<file path="config.mk">
export PLATFORM = sky130hd
export DESIGN_NAME = rgb_pingpong_fade_led_framer_unit
export DESIGN_NICKNAME = d
export VERILOG_FILES = /design/src/sv/rgbfade_pkg.sv /design/src/sv/rgb_pingpong_fade_led_framer_unit.sv
export VERILOG_INCLUDE_DIRS = /design/src /design/src/sv
export SDC_FILE = /design/constraint.sdc
export NUM_CORES = 2
export LEC_CHECK = 0
export ABC_AREA = 1
export BUFFER_PORTS_ARGS = -buffer_cell sky130_fd_sc_hd__buf_2
export CORE_MARGIN = 1.5
export CORE_UTILIZATION = 35
export CTS_CLUSTER_SIZE = 30
export DETAILED_ROUTE_END_ITERATION = 10
export PLACE_DENSITY = 0.6
export REMOVE_ABC_BUFFERS = 1
export SYNTH_ARGS = -nofsm -noshare
export SYNTH_HDL_FRONTEND = slang
export SYNTH_SLANG_ARGS = --single-unit
</file>
<file path="constraint.sdc">
create_clock -name clk -period 9.7 [get_ports clk]
set_clock_uncertainty 0.1 [all_clocks]
set_input_delay 0.485 -clock clk [delete_from_list [all_inputs] [get_ports clk]]
set_output_delay 0.485 -clock clk [all_outputs]
set_load 0.01 [all_outputs]
</file>
<file path="src/sv/assert_macros.svh">
// assertion helpers for the rtl files
`ifndef ASSERT_MACROS_SVH
`define ASSERT_MACROS_SVH

// expression holds at every clock edge out of reset
`define ASSERT_ALWAYS(label, expr, msg) \
    label: assert property (@(posedge clk) disable iff (!rst_n) (expr)) \
        else $error(msg);

// consequent holds in the same cycle as the antecedent
`define ASSERT_IMPLIES(label, ante, cons, msg) \
    label: assert property (@(posedge clk) disable iff (!rst_n) (ante) |-> (cons)) \
        else $error(msg);

// consequent holds in the cycle after the antecedent
`define ASSERT_NEXT(label, ante, cons, msg) \
    label: assert property (@(posedge clk) disable iff (!rst_n) (ante) |=> (cons)) \
        else $error(msg);

`endif

</file>
<file path="src/sv/rgbfade_pkg.sv">
`timescale 1ns / 1ps
// ----------------------------------------------------------------------------
// rgbfade_pkg
// types and constants of the rgb cross-fade led framer
// ----------------------------------------------------------------------------
package rgbfade_pkg;

    localparam int BYTE_W = 8;
    localparam int STEP_W = 8;
    localparam int ACC_W  = 16;
    localparam int BRT_W  = 5;
    localparam int IDX_W  = 4;
    localparam int CFG_W  = 3;

    typedef logic [BYTE_W-1:0] byte_t;
    typedef logic [STEP_W-1:0] step_t;
    typedef logic [ACC_W-1:0]  acc_t;
    typedef logic [BRT_W-1:0]  brt_t;
    typedef logic [IDX_W-1:0]  byte_idx_t;

    typedef enum logic [CFG_W-1:0] {
        REG_START_RED         = 3'd0,
        REG_START_GREEN       = 3'd1,
        REG_START_BLUE        = 3'd2,
        REG_END_RED           = 3'd3,
        REG_END_GREEN         = 3'd4,
        REG_END_BLUE          = 3'd5,
        REG_GLOBAL_BRIGHTNESS = 3'd6
    } cfg_reg_t;

    localparam byte_idx_t BYTE_FIRST = 4'd0;
    localparam byte_idx_t BYTE_HDR   = 4'd4;
    localparam byte_idx_t BYTE_BLUE  = 4'd5;
    localparam byte_idx_t BYTE_GREEN = 4'd6;
    localparam byte_idx_t BYTE_RED   = 4'd7;
    localparam byte_idx_t BYTE_LAST  = 4'd11;

    localparam byte_t START_FILL = 8'h00;
    localparam byte_t END_FILL   = 8'hFF;
    localparam byte_t HDR_MARK   = 8'hE0;

    localparam byte_t RST_START_RED   = 8'd255;
    localparam byte_t RST_START_GREEN = 8'd0;
    localparam byte_t RST_START_BLUE  = 8'd255;
    localparam byte_t RST_END_RED     = 8'd0;
    localparam byte_t RST_END_GREEN   = 8'd255;
    localparam byte_t RST_END_BLUE    = 8'd0;
    localparam brt_t  RST_BRIGHTNESS  = 5'd7;

endpackage

</file>
<file path="src/sv/rgb_pingpong_fade_led_framer_unit.sv">
`timescale 1ns / 1ps
// ----------------------------------------------------------------------------
// rgb_pingpong_fade_led_framer_unit: linear rgb cross-fade led frame source
// first frame byte is registered and valid in the cycle after a tick word is accepted
// one frame byte per cycle from the output register unless out_stall; twelve per tick
// reset: color registers to defaults, fade step zero fading up, output empty
// ----------------------------------------------------------------------------
`include "assert_macros.svh"

module rgb_pingpong_fade_led_framer_unit #(
    parameter int FADE_STEPS = 50
) (
    input  logic                            clk,
    input  logic                            rst_n,

    input  logic                            in_valid,
    output logic                            in_stall,
    input  logic                            frame_tick,

    output logic                            out_valid,
    input  logic                            out_stall,
    output logic [rgbfade_pkg::BYTE_W-1:0]  frame_byte,
    output logic                            last_byte,

    input  logic                            cfg_valid,
    output logic                            cfg_ready,
    input  logic [rgbfade_pkg::CFG_W-1:0]   cfg_index,
    input  logic [rgbfade_pkg::BYTE_W-1:0]  cfg_data
);

    localparam rgbfade_pkg::step_t STEPS_U = rgbfade_pkg::STEP_W'(FADE_STEPS);
    localparam int DIV_SHIFT = rgbfade_pkg::ACC_W + $clog2(FADE_STEPS);
    localparam int RECIP_W   = rgbfade_pkg::ACC_W + 2;
    localparam int PROD_W    = rgbfade_pkg::ACC_W + RECIP_W;
    localparam logic [RECIP_W-1:0] RECIP =
        RECIP_W'(((2 ** DIV_SHIFT) + FADE_STEPS - 1) / FADE_STEPS);

    // configuration
    rgbfade_pkg::byte_t start_red_reg, start_green_reg, start_blue_reg;
    rgbfade_pkg::byte_t end_red_reg, end_green_reg, end_blue_reg;
    rgbfade_pkg::brt_t  brightness_reg;

    // fade state
    rgbfade_pkg::step_t step_reg, step_next;
    logic               down_reg, down_next;
    rgbfade_pkg::step_t pos_reg;

    // blend pipeline
    rgbfade_pkg::acc_t  acc_blue_reg, acc_green_reg, acc_red_reg;
    logic [PROD_W-1:0]  prod_blue_reg, prod_green_reg, prod_red_reg;
    rgbfade_pkg::byte_t blue_q, green_q, red_q;
    rgbfade_pkg::acc_t  pos_w, rem_w;

    // output side
    logic                   out_valid_reg, out_valid_next;
    rgbfade_pkg::byte_idx_t cnt_reg, cnt_next;
    rgbfade_pkg::byte_t     frame_byte_reg, frame_byte_next;
    rgbfade_pkg::byte_idx_t load_idx;
    logic                   load_byte;

    logic in_accept, tick_go, out_take, frame_end;
    logic [rgbfade_pkg::STEP_W:0] step_inc;

    assign cfg_ready = 1'b1;

    assign out_take  = out_valid_reg && !out_stall;
    assign frame_end = out_take && (cnt_reg == rgbfade_pkg::BYTE_LAST);
    assign in_stall  = out_valid_reg && !frame_end;
    assign in_accept = in_valid && !in_stall;
    assign tick_go   = in_accept && frame_tick;

    // fade step sequencing
    assign step_inc = {1'b0, step_reg} + 1'b1;

    always_comb
    begin
        step_next = step_reg;
        down_next = down_reg;
        if (tick_go)
        begin
            if (!down_reg)
            begin
                if (step_inc >= {1'b0, STEPS_U})
                begin
                    step_next = STEPS_U;
                    down_next = 1'b1;
                end
                else
                begin
                    step_next = step_inc[rgbfade_pkg::STEP_W-1:0];
                end
            end
            else
            begin
                if (step_reg > rgbfade_pkg::step_t'(1))
                begin
                    step_next = step_reg - 1'b1;
                end
                else
                begin
                    step_next = '0;
                    down_next = 1'b0;
                end
            end
        end
    end

    // blend: floor((from*(n-pos) + to*pos) / n) by reciprocal multiply
    assign pos_w = rgbfade_pkg::ACC_W'(pos_reg);
    assign rem_w = rgbfade_pkg::ACC_W'(STEPS_U - pos_reg);

    assign blue_q  = prod_blue_reg[DIV_SHIFT +: rgbfade_pkg::BYTE_W];
    assign green_q = prod_green_reg[DIV_SHIFT +: rgbfade_pkg::BYTE_W];
    assign red_q   = prod_red_reg[DIV_SHIFT +: rgbfade_pkg::BYTE_W];

    always_ff @(posedge clk)
    begin
        acc_blue_reg   <= rgbfade_pkg::ACC_W'(start_blue_reg) * rem_w
                        + rgbfade_pkg::ACC_W'(end_blue_reg) * pos_w;
        acc_green_reg  <= rgbfade_pkg::ACC_W'(start_green_reg) * rem_w
                        + rgbfade_pkg::ACC_W'(end_green_reg) * pos_w;
        acc_red_reg    <= rgbfade_pkg::ACC_W'(start_red_reg) * rem_w
                        + rgbfade_pkg::ACC_W'(end_red_reg) * pos_w;
        prod_blue_reg  <= PROD_W'(acc_blue_reg) * PROD_W'(RECIP);
        prod_green_reg <= PROD_W'(acc_green_reg) * PROD_W'(RECIP);
        prod_red_reg   <= PROD_W'(acc_red_reg) * PROD_W'(RECIP);
    end

    // frame byte sequencing
    always_comb
    begin
        out_valid_next = out_valid_reg;
        cnt_next       = cnt_reg;
        load_byte      = 1'b0;
        load_idx       = rgbfade_pkg::BYTE_FIRST;
        if (tick_go)
        begin
            out_valid_next = 1'b1;
            cnt_next       = rgbfade_pkg::BYTE_FIRST;
            load_byte      = 1'b1;
        end
        else if (out_take)
        begin
            if (cnt_reg == rgbfade_pkg::BYTE_LAST)
            begin
                out_valid_next = 1'b0;
            end
            else
            begin
                cnt_next  = cnt_reg + 1'b1;
                load_byte = 1'b1;
                load_idx  = cnt_reg + 1'b1;
            end
        end
    end

    always_comb
    begin
        if (load_idx < rgbfade_pkg::BYTE_HDR)
        begin
            frame_byte_next = rgbfade_pkg::START_FILL;
        end
        else if (load_idx > rgbfade_pkg::BYTE_RED)
        begin
            frame_byte_next = rgbfade_pkg::END_FILL;
        end
        else
        begin
            case (load_idx)
                rgbfade_pkg::BYTE_HDR:
                    frame_byte_next = rgbfade_pkg::HDR_MARK
                                    | rgbfade_pkg::BYTE_W'(brightness_reg);
                rgbfade_pkg::BYTE_BLUE:  frame_byte_next = blue_q;
                rgbfade_pkg::BYTE_GREEN: frame_byte_next = green_q;
                rgbfade_pkg::BYTE_RED:   frame_byte_next = red_q;
                default:                 frame_byte_next = rgbfade_pkg::START_FILL;
            endcase
        end
    end

    always_ff @(posedge clk)
    begin
        if (load_byte)
        begin
            frame_byte_reg <= frame_byte_next;
        end
        if (tick_go)
        begin
            pos_reg <= step_reg;
        end
    end

    always_ff @(posedge clk or negedge rst_n)
    begin
        if (!rst_n)
        begin
            out_valid_reg   <= 1'b0;
            cnt_reg         <= rgbfade_pkg::BYTE_FIRST;
            step_reg        <= '0;
            down_reg        <= 1'b0;
            start_red_reg   <= rgbfade_pkg::RST_START_RED;
            start_green_reg <= rgbfade_pkg::RST_START_GREEN;
            start_blue_reg  <= rgbfade_pkg::RST_START_BLUE;
            end_red_reg     <= rgbfade_pkg::RST_END_RED;
            end_green_reg   <= rgbfade_pkg::RST_END_GREEN;
            end_blue_reg    <= rgbfade_pkg::RST_END_BLUE;
            brightness_reg  <= rgbfade_pkg::RST_BRIGHTNESS;
        end
        else
        begin
            out_valid_reg <= out_valid_next;
            cnt_reg       <= cnt_next;
            step_reg      <= step_next;
            down_reg      <= down_next;
            if (cfg_valid && cfg_ready)
            begin
                case (cfg_index)
                    rgbfade_pkg::REG_START_RED:   start_red_reg   <= cfg_data;
                    rgbfade_pkg::REG_START_GREEN: start_green_reg <= cfg_data;
                    rgbfade_pkg::REG_START_BLUE:  start_blue_reg  <= cfg_data;
                    rgbfade_pkg::REG_END_RED:     end_red_reg     <= cfg_data;
                    rgbfade_pkg::REG_END_GREEN:   end_green_reg   <= cfg_data;
                    rgbfade_pkg::REG_END_BLUE:    end_blue_reg    <= cfg_data;
                    rgbfade_pkg::REG_GLOBAL_BRIGHTNESS:
                        brightness_reg <= cfg_data[rgbfade_pkg::BRT_W-1:0];
                    default: ;
                endcase
            end
        end
    end

    assign out_valid  = out_valid_reg;
    assign frame_byte = frame_byte_reg;
    assign last_byte  = (cnt_reg == rgbfade_pkg::BYTE_LAST);

    // checks
    `ASSERT_NEXT(a_frame_starts, tick_go, out_valid && cnt_reg == rgbfade_pkg::BYTE_FIRST && frame_byte == rgbfade_pkg::START_FILL, "frame did not start with a fill word")
    `ASSERT_NEXT(a_no_gap, out_take && !last_byte, out_valid, "frame word stream broke mid frame")
    `ASSERT_IMPLIES(a_down_range, down_reg, step_reg != '0 && step_reg <= STEPS_U, "fade step out of range fading down")
    `ASSERT_IMPLIES(a_up_range, !down_reg, step_reg < STEPS_U, "fade step out of range fading up")

endmodule

</file>
; ---- Word-level counts from Yosys, hierarchy flattened
; Index checks and enable logic that the tools add are counted.
[totals]
reg_bits = 221
[classes]
addsub = 7
n_mul = 9
order_cmp = 4
eq_ne = 12
mux = 20
n_reduce_logical = 20
[ops]
columns = cell, n
row1 = $mul A16 B17 Y30 const B, 3
row2 = $add A16 B16 Y16, 3
row3 = $mul A8 B8 Y16, 3
row4 = $mul A9 B9 Y16, 3
row5 = $mux W8, 4
row6 = $pmux W8 S4, 1
row7 = $mux W4, 6
row8 = $reduce_and A2 Y1, 9
row9 = $eq A4 B3 Y1 const B, 4
row10 = $add A8 B1 Y9 const B, 1
row11 = $eq A3 B3 Y1 const B, 3
row12 = $ge A9 B6 Y1 const B, 1
row13 = $mux W1, 9
row14 = $sub A6 B8 Y9 const A, 1
row15 = $gt A8 B1 Y1 const B, 1
row16 = $sub A8 B1 Y8 const B, 1
row17 = $eq A3 B2 Y1 const B, 2
row18 = $logic_and A1 B1 Y1, 5
row19 = $add A4 B1 Y4 const B, 1
row20 = $eq A4 B4 Y1 const B, 1
row21 = $gt A4 B3 Y1 const B, 1
row22 = $lt A4 B3 Y1 const B, 1
row23 = $reduce_bool A2 Y1, 2
row24 = $eq A3 B1 Y1 const B, 1
row25 = other kinds (3), 5

; ---- Depth between registers and ports, before layout
[logic_depth]
depth_word = 12
mapped_depth = 32

; ---- Worst setup path before layout
; Ideal clock, no wire load.
[synth_timing]
path_kind = register -> register
from = register pos_reg[0]
to = register acc_green_reg[15]
setup_time_ns = 0.112
arrival_ns = 5.578
setup_slack_ns = 3.909
stages_incl_launch_ff = 33
path_cell_list = edfxtp_1 -> ha_1 -> nor2_2 -> nand2_1 -> nand2_1 -> nand2_1 -> and2_1 -> buf_2 -> inv_2 -> buf_6 -> nor2_1 -> fa_1 -> inv_1 -> fa_1 -> inv_1 -> fa_1 -> inv_1 -> fa_1 -> inv_1 -> fa_1 -> inv_1 -> fa_1 -> inv_1 -> ha_1 -> nand2_1 -> nor2_1 -> inv_1 -> nor2_1 -> nor2_1 -> nand2_1 -> inv_1 -> nand2_1 -> nand2_1
[synth_via]
elab_chain_cells = 3
word_cells_on_any_way = 4
[synth_lines]
columns = element, line_no
row1 = start: declaration, rgb_pingpong_fade_led_framer_unit.sv:46  ; rgbfade_pkg::step_t pos_reg;
row2 = start signal: assignment, rgb_pingpong_fade_led_framer_unit.sv:189  ; pos_reg <= step_reg;
row3 = $sub A6 B8 Y9, rgb_pingpong_fade_led_framer_unit.sv:110  ; assign rem_w = rgbfade_pkg::ACC_W'(STEPS_U - pos_reg);
row4 = $mul A9 B9 Y16, rgb_pingpong_fade_led_framer_unit.sv:120  ; acc_green_reg <= rgbfade_pkg::ACC_W'(start_green_reg) * rem_w
row5 = $add A16 B16 Y16 (*), rgb_pingpong_fade_led_framer_unit.sv:121  ; + rgbfade_pkg::ACC_W'(end_green_reg) * pos_w;
row6 = end signal: assignment, rgb_pingpong_fade_led_framer_unit.sv:120
row7 = end: declaration, rgb_pingpong_fade_led_framer_unit.sv:49  ; rgbfade_pkg::acc_t acc_blue_reg, acc_green_reg, acc_red_reg;
; Every way passes the cells marked *; elsewhere a longest branch is shown, timed or not.
; A chain may end at the register's enable or synchronous reset.

; ---- Worst setup path in the final report
[layout_timing]
from = register pos_reg[0]
to = register acc_green_reg[13]
; Same word-level chain as after synthesis.

==> summary.txt <==
Timing
  • Sum Neg Setup Slack: 0 ps
  • Worst hold slack: -17.68 ps
  • Crit share post-route: 0.7365
  • Final setup violation count: 0
  • FMAX: about 0.14 GHz
  • Worst-margin pin slew: roughly 1100 ps
  • Final hold vios: 1
  • Slew Limit Fails: 0
  • RSZ-0062 raised after global routing: false
  • Slew headroom: 0.2931
  • Fin crit period: around 7000 ps

Clocking
  • Clock-pin slew on the worst setup and hold paths: approximately 90 ps
  • Setup repair bufs after CTS: 0
  • Num CTS Buffers: 17
  • Clock Sink Count: around 160
  • Post_cts resized: 0
  • Worst skew pair latency: roughly 500 ps
  • Root Buffer: clkbuf_16
  • H-tree depth: 4
  • CTS hold repair buffers: 0
  • Clock buffer depth: 2
  • TritonCTS clock tree: yes

Placement
  • Port bufs: 27
  • DP HPWL: ~75 mm
  • RD Place Congestion: ~0.92

Finish
  • Share of cells above drive strength 1: 0.02503
  • # fillers: 10.63k
  • Area grow syn2layout: 6.061%
  • Final core occ: 0.3735
  • Nets: about 5.6k
  • Ant diodes: 0

Critical path
  • Crit path launch type: flip-flop
  • CP Class: reg2reg
  • Critical Path Fanout Max: 20
  • CP arrival: roughly 7500 ps
  • Max stage delay on crit path: approximately 810 ps
  • WP data required: roughly 10,000 ps
  • Most used cell, CP: nand2_1
  • Crit. End Element: flip-flop
  • CP max stage cell: edfxtp_1

Synth
  • Dominant synthesized flop cell: dfxtp_1
  • Count leader, synth: inv_1
  • Seq/Total Area, Yosys: 0.1015
  • YS warnings: 0
  • Mapped Cells: about 4.4k
  • EDFF count, synth: 16
  • Ys async rst share: 0.4323
  • Yosys cell types: between 40 and 50
  • #FFs+latches synth: 155
  • Commonest cells post-synth: inv_1, nand2_1, fa_1
  • Leading area contributor after synthesis: fa_1
  • Post-Syn Area: around 36,000 um^2
  • Area contributors post-synth: fa_1, ha_1, inv_1
  • Synth top area share: 0.3324
  • Avg Cell Area, Syn: ~8 um^2

Die
  • IO Count: 29
  • FP Rows: about 120
  • Initial Util: 0.3522
  • Die height: 322.7 um
  • Die width: approximately 320 um
  • Core Area: 101,600 um^2
  • Die ar.: 104,100 um^2

Route
  • Drt wl/cell: between 10 and 15 um
  • Vias per std cell: ~4.6
  • First drt pass iteration count: 7
  • Vias: around 27k
  • Initial drt markers: 1,710
  • DRT Wirelength: between 80 and 90 mm
  • Detail Route Antenna Nets: 0
  • Residual DRC count: 0

Run status
  • Outcome: finished, violations left
  • Failing checks: negative hold slack

Hold path
  • Hold WC Path Type: in2async

Global routing
  • Initial antenna violation count: 1
  • M3 GR Usage: 0.02267
  • First-pass GRT wire length: between 100 and 150 mm
  • Vias in the first global route: 27.49k
  • Largest net degree at the start of global routing: between 60 and 70
  • Tot GR Track Use: 0.1756
  • Met1 Use GR: 0.2548
  • Grt total ovfl: 0
  • M2 GR Usage: 0.2772
  • GRT busiest layer: met2

Job
  • Max Cap Viol: 0
layout by cell type (no fill, tap or decap), drive strengths merged, types with 24 or more instances in the layout:
cell | netlist | final
xnor2 | 24 | 24
nand4 | 40 | 40
o21ai | 94 | 94
fa | 594 | 594
xor2 | 40 | 40
ha | 591 | 591
buf | 29 | 36
nand3 | 130 | 130
dfstp | 27 | 27
o21bai | 27 | 27
a21oi | 110 | 110
nor2 | 284 | 284
inv | 1314 | 1323
dfxtp | 72 | 72
nand2 | 893 | 893
dfrtp | 40 | 40
cell families (layout without fill, tap and decap cells):
group | count (synthesis) | in the layout | synth area share
AO/OA/AOI/OAI | 258 | 258 | 0.03959
XOR/XNOR | 64 | 64 | 0.01567
adder cells (fa/ha/maj) | 1185 | 1185 | 0.5391
buffers and inverters | 1395 | 1385 | 0.1477
flip-flops | 155 | 155 | 0.1015
multiplexers | 1 | 1 | 0.0002798
other | 1 | 1 | 0.0001048
AND/OR/NAND/NOR | 1385 | 1385 | 0.1560
layer usage:
| metal | vias to the layer above | wire (um) |
|---|---|---|
| met4 | 0 | 1566 |
| met3 | 82 | 4870 |
| met1 | 12860 | 41840 |
| met2 | 614 | 38510 |
| li1 | 13080 | - |
| met5 | - | 0 |
area by class of cell:
type	instances	area [um^2]	share of cell area
Timing Repair Buffer	36	205.2	0.005408
Multi-Input combinational cell	2894	26860	0.7079
Clock buffer	19	442.9	0.01167
Clock inverter	13	150.1	0.003957
Tap cell	1368	1712	0.04511
Inverter	1317	4943	0.1303
Sequential cell	155	3632	0.09572
per-stage QoR:
stage                     cells  area [um^2]  worst slack (ps)  hold slack [ps]
final                      5802        37950              2556           -17.68
after global routing       5802        37950              2257            41.78
after CTS                  5802        37950              2688           0.5275
after detailed placement   5770        37350              2683            378.9
after global placement     5770        37350              2952            373.9
after floorplan            4366        35440              3238            89.41
critical path, delay by kind of cell (launching register included):
family / cells / cell delay, ps
and+or+nand+nor: 11 / 1410
xor gates and xnor gates: 1 / 130
DFF: 1 / 810
buffers and inverters: 6 / 960
adders and majority gates: 8 / 3640
final timing paths:
kind	startpoint	to	slack (ps)	depth (start not counted)
setup / recovery	pos_reg[0]	acc_green_reg[13]	2560	26
hold / removal	rst_n	end_red_reg[1]	-20	1
setup reg to reg	pos_reg[0]	acc_green_reg[13]	2560	26
max in group asynchronous	rst_n	cnt_reg[2]	8880	1
min in group clk	in_valid	out_valid	220	3
hold reg to reg	brightness_reg[2]	brightness_reg[2]	390	2
Power is left out: the tool's default activity adds up to more than one toggle a clock period on the data nets, which glitch-free logic cannot reach.
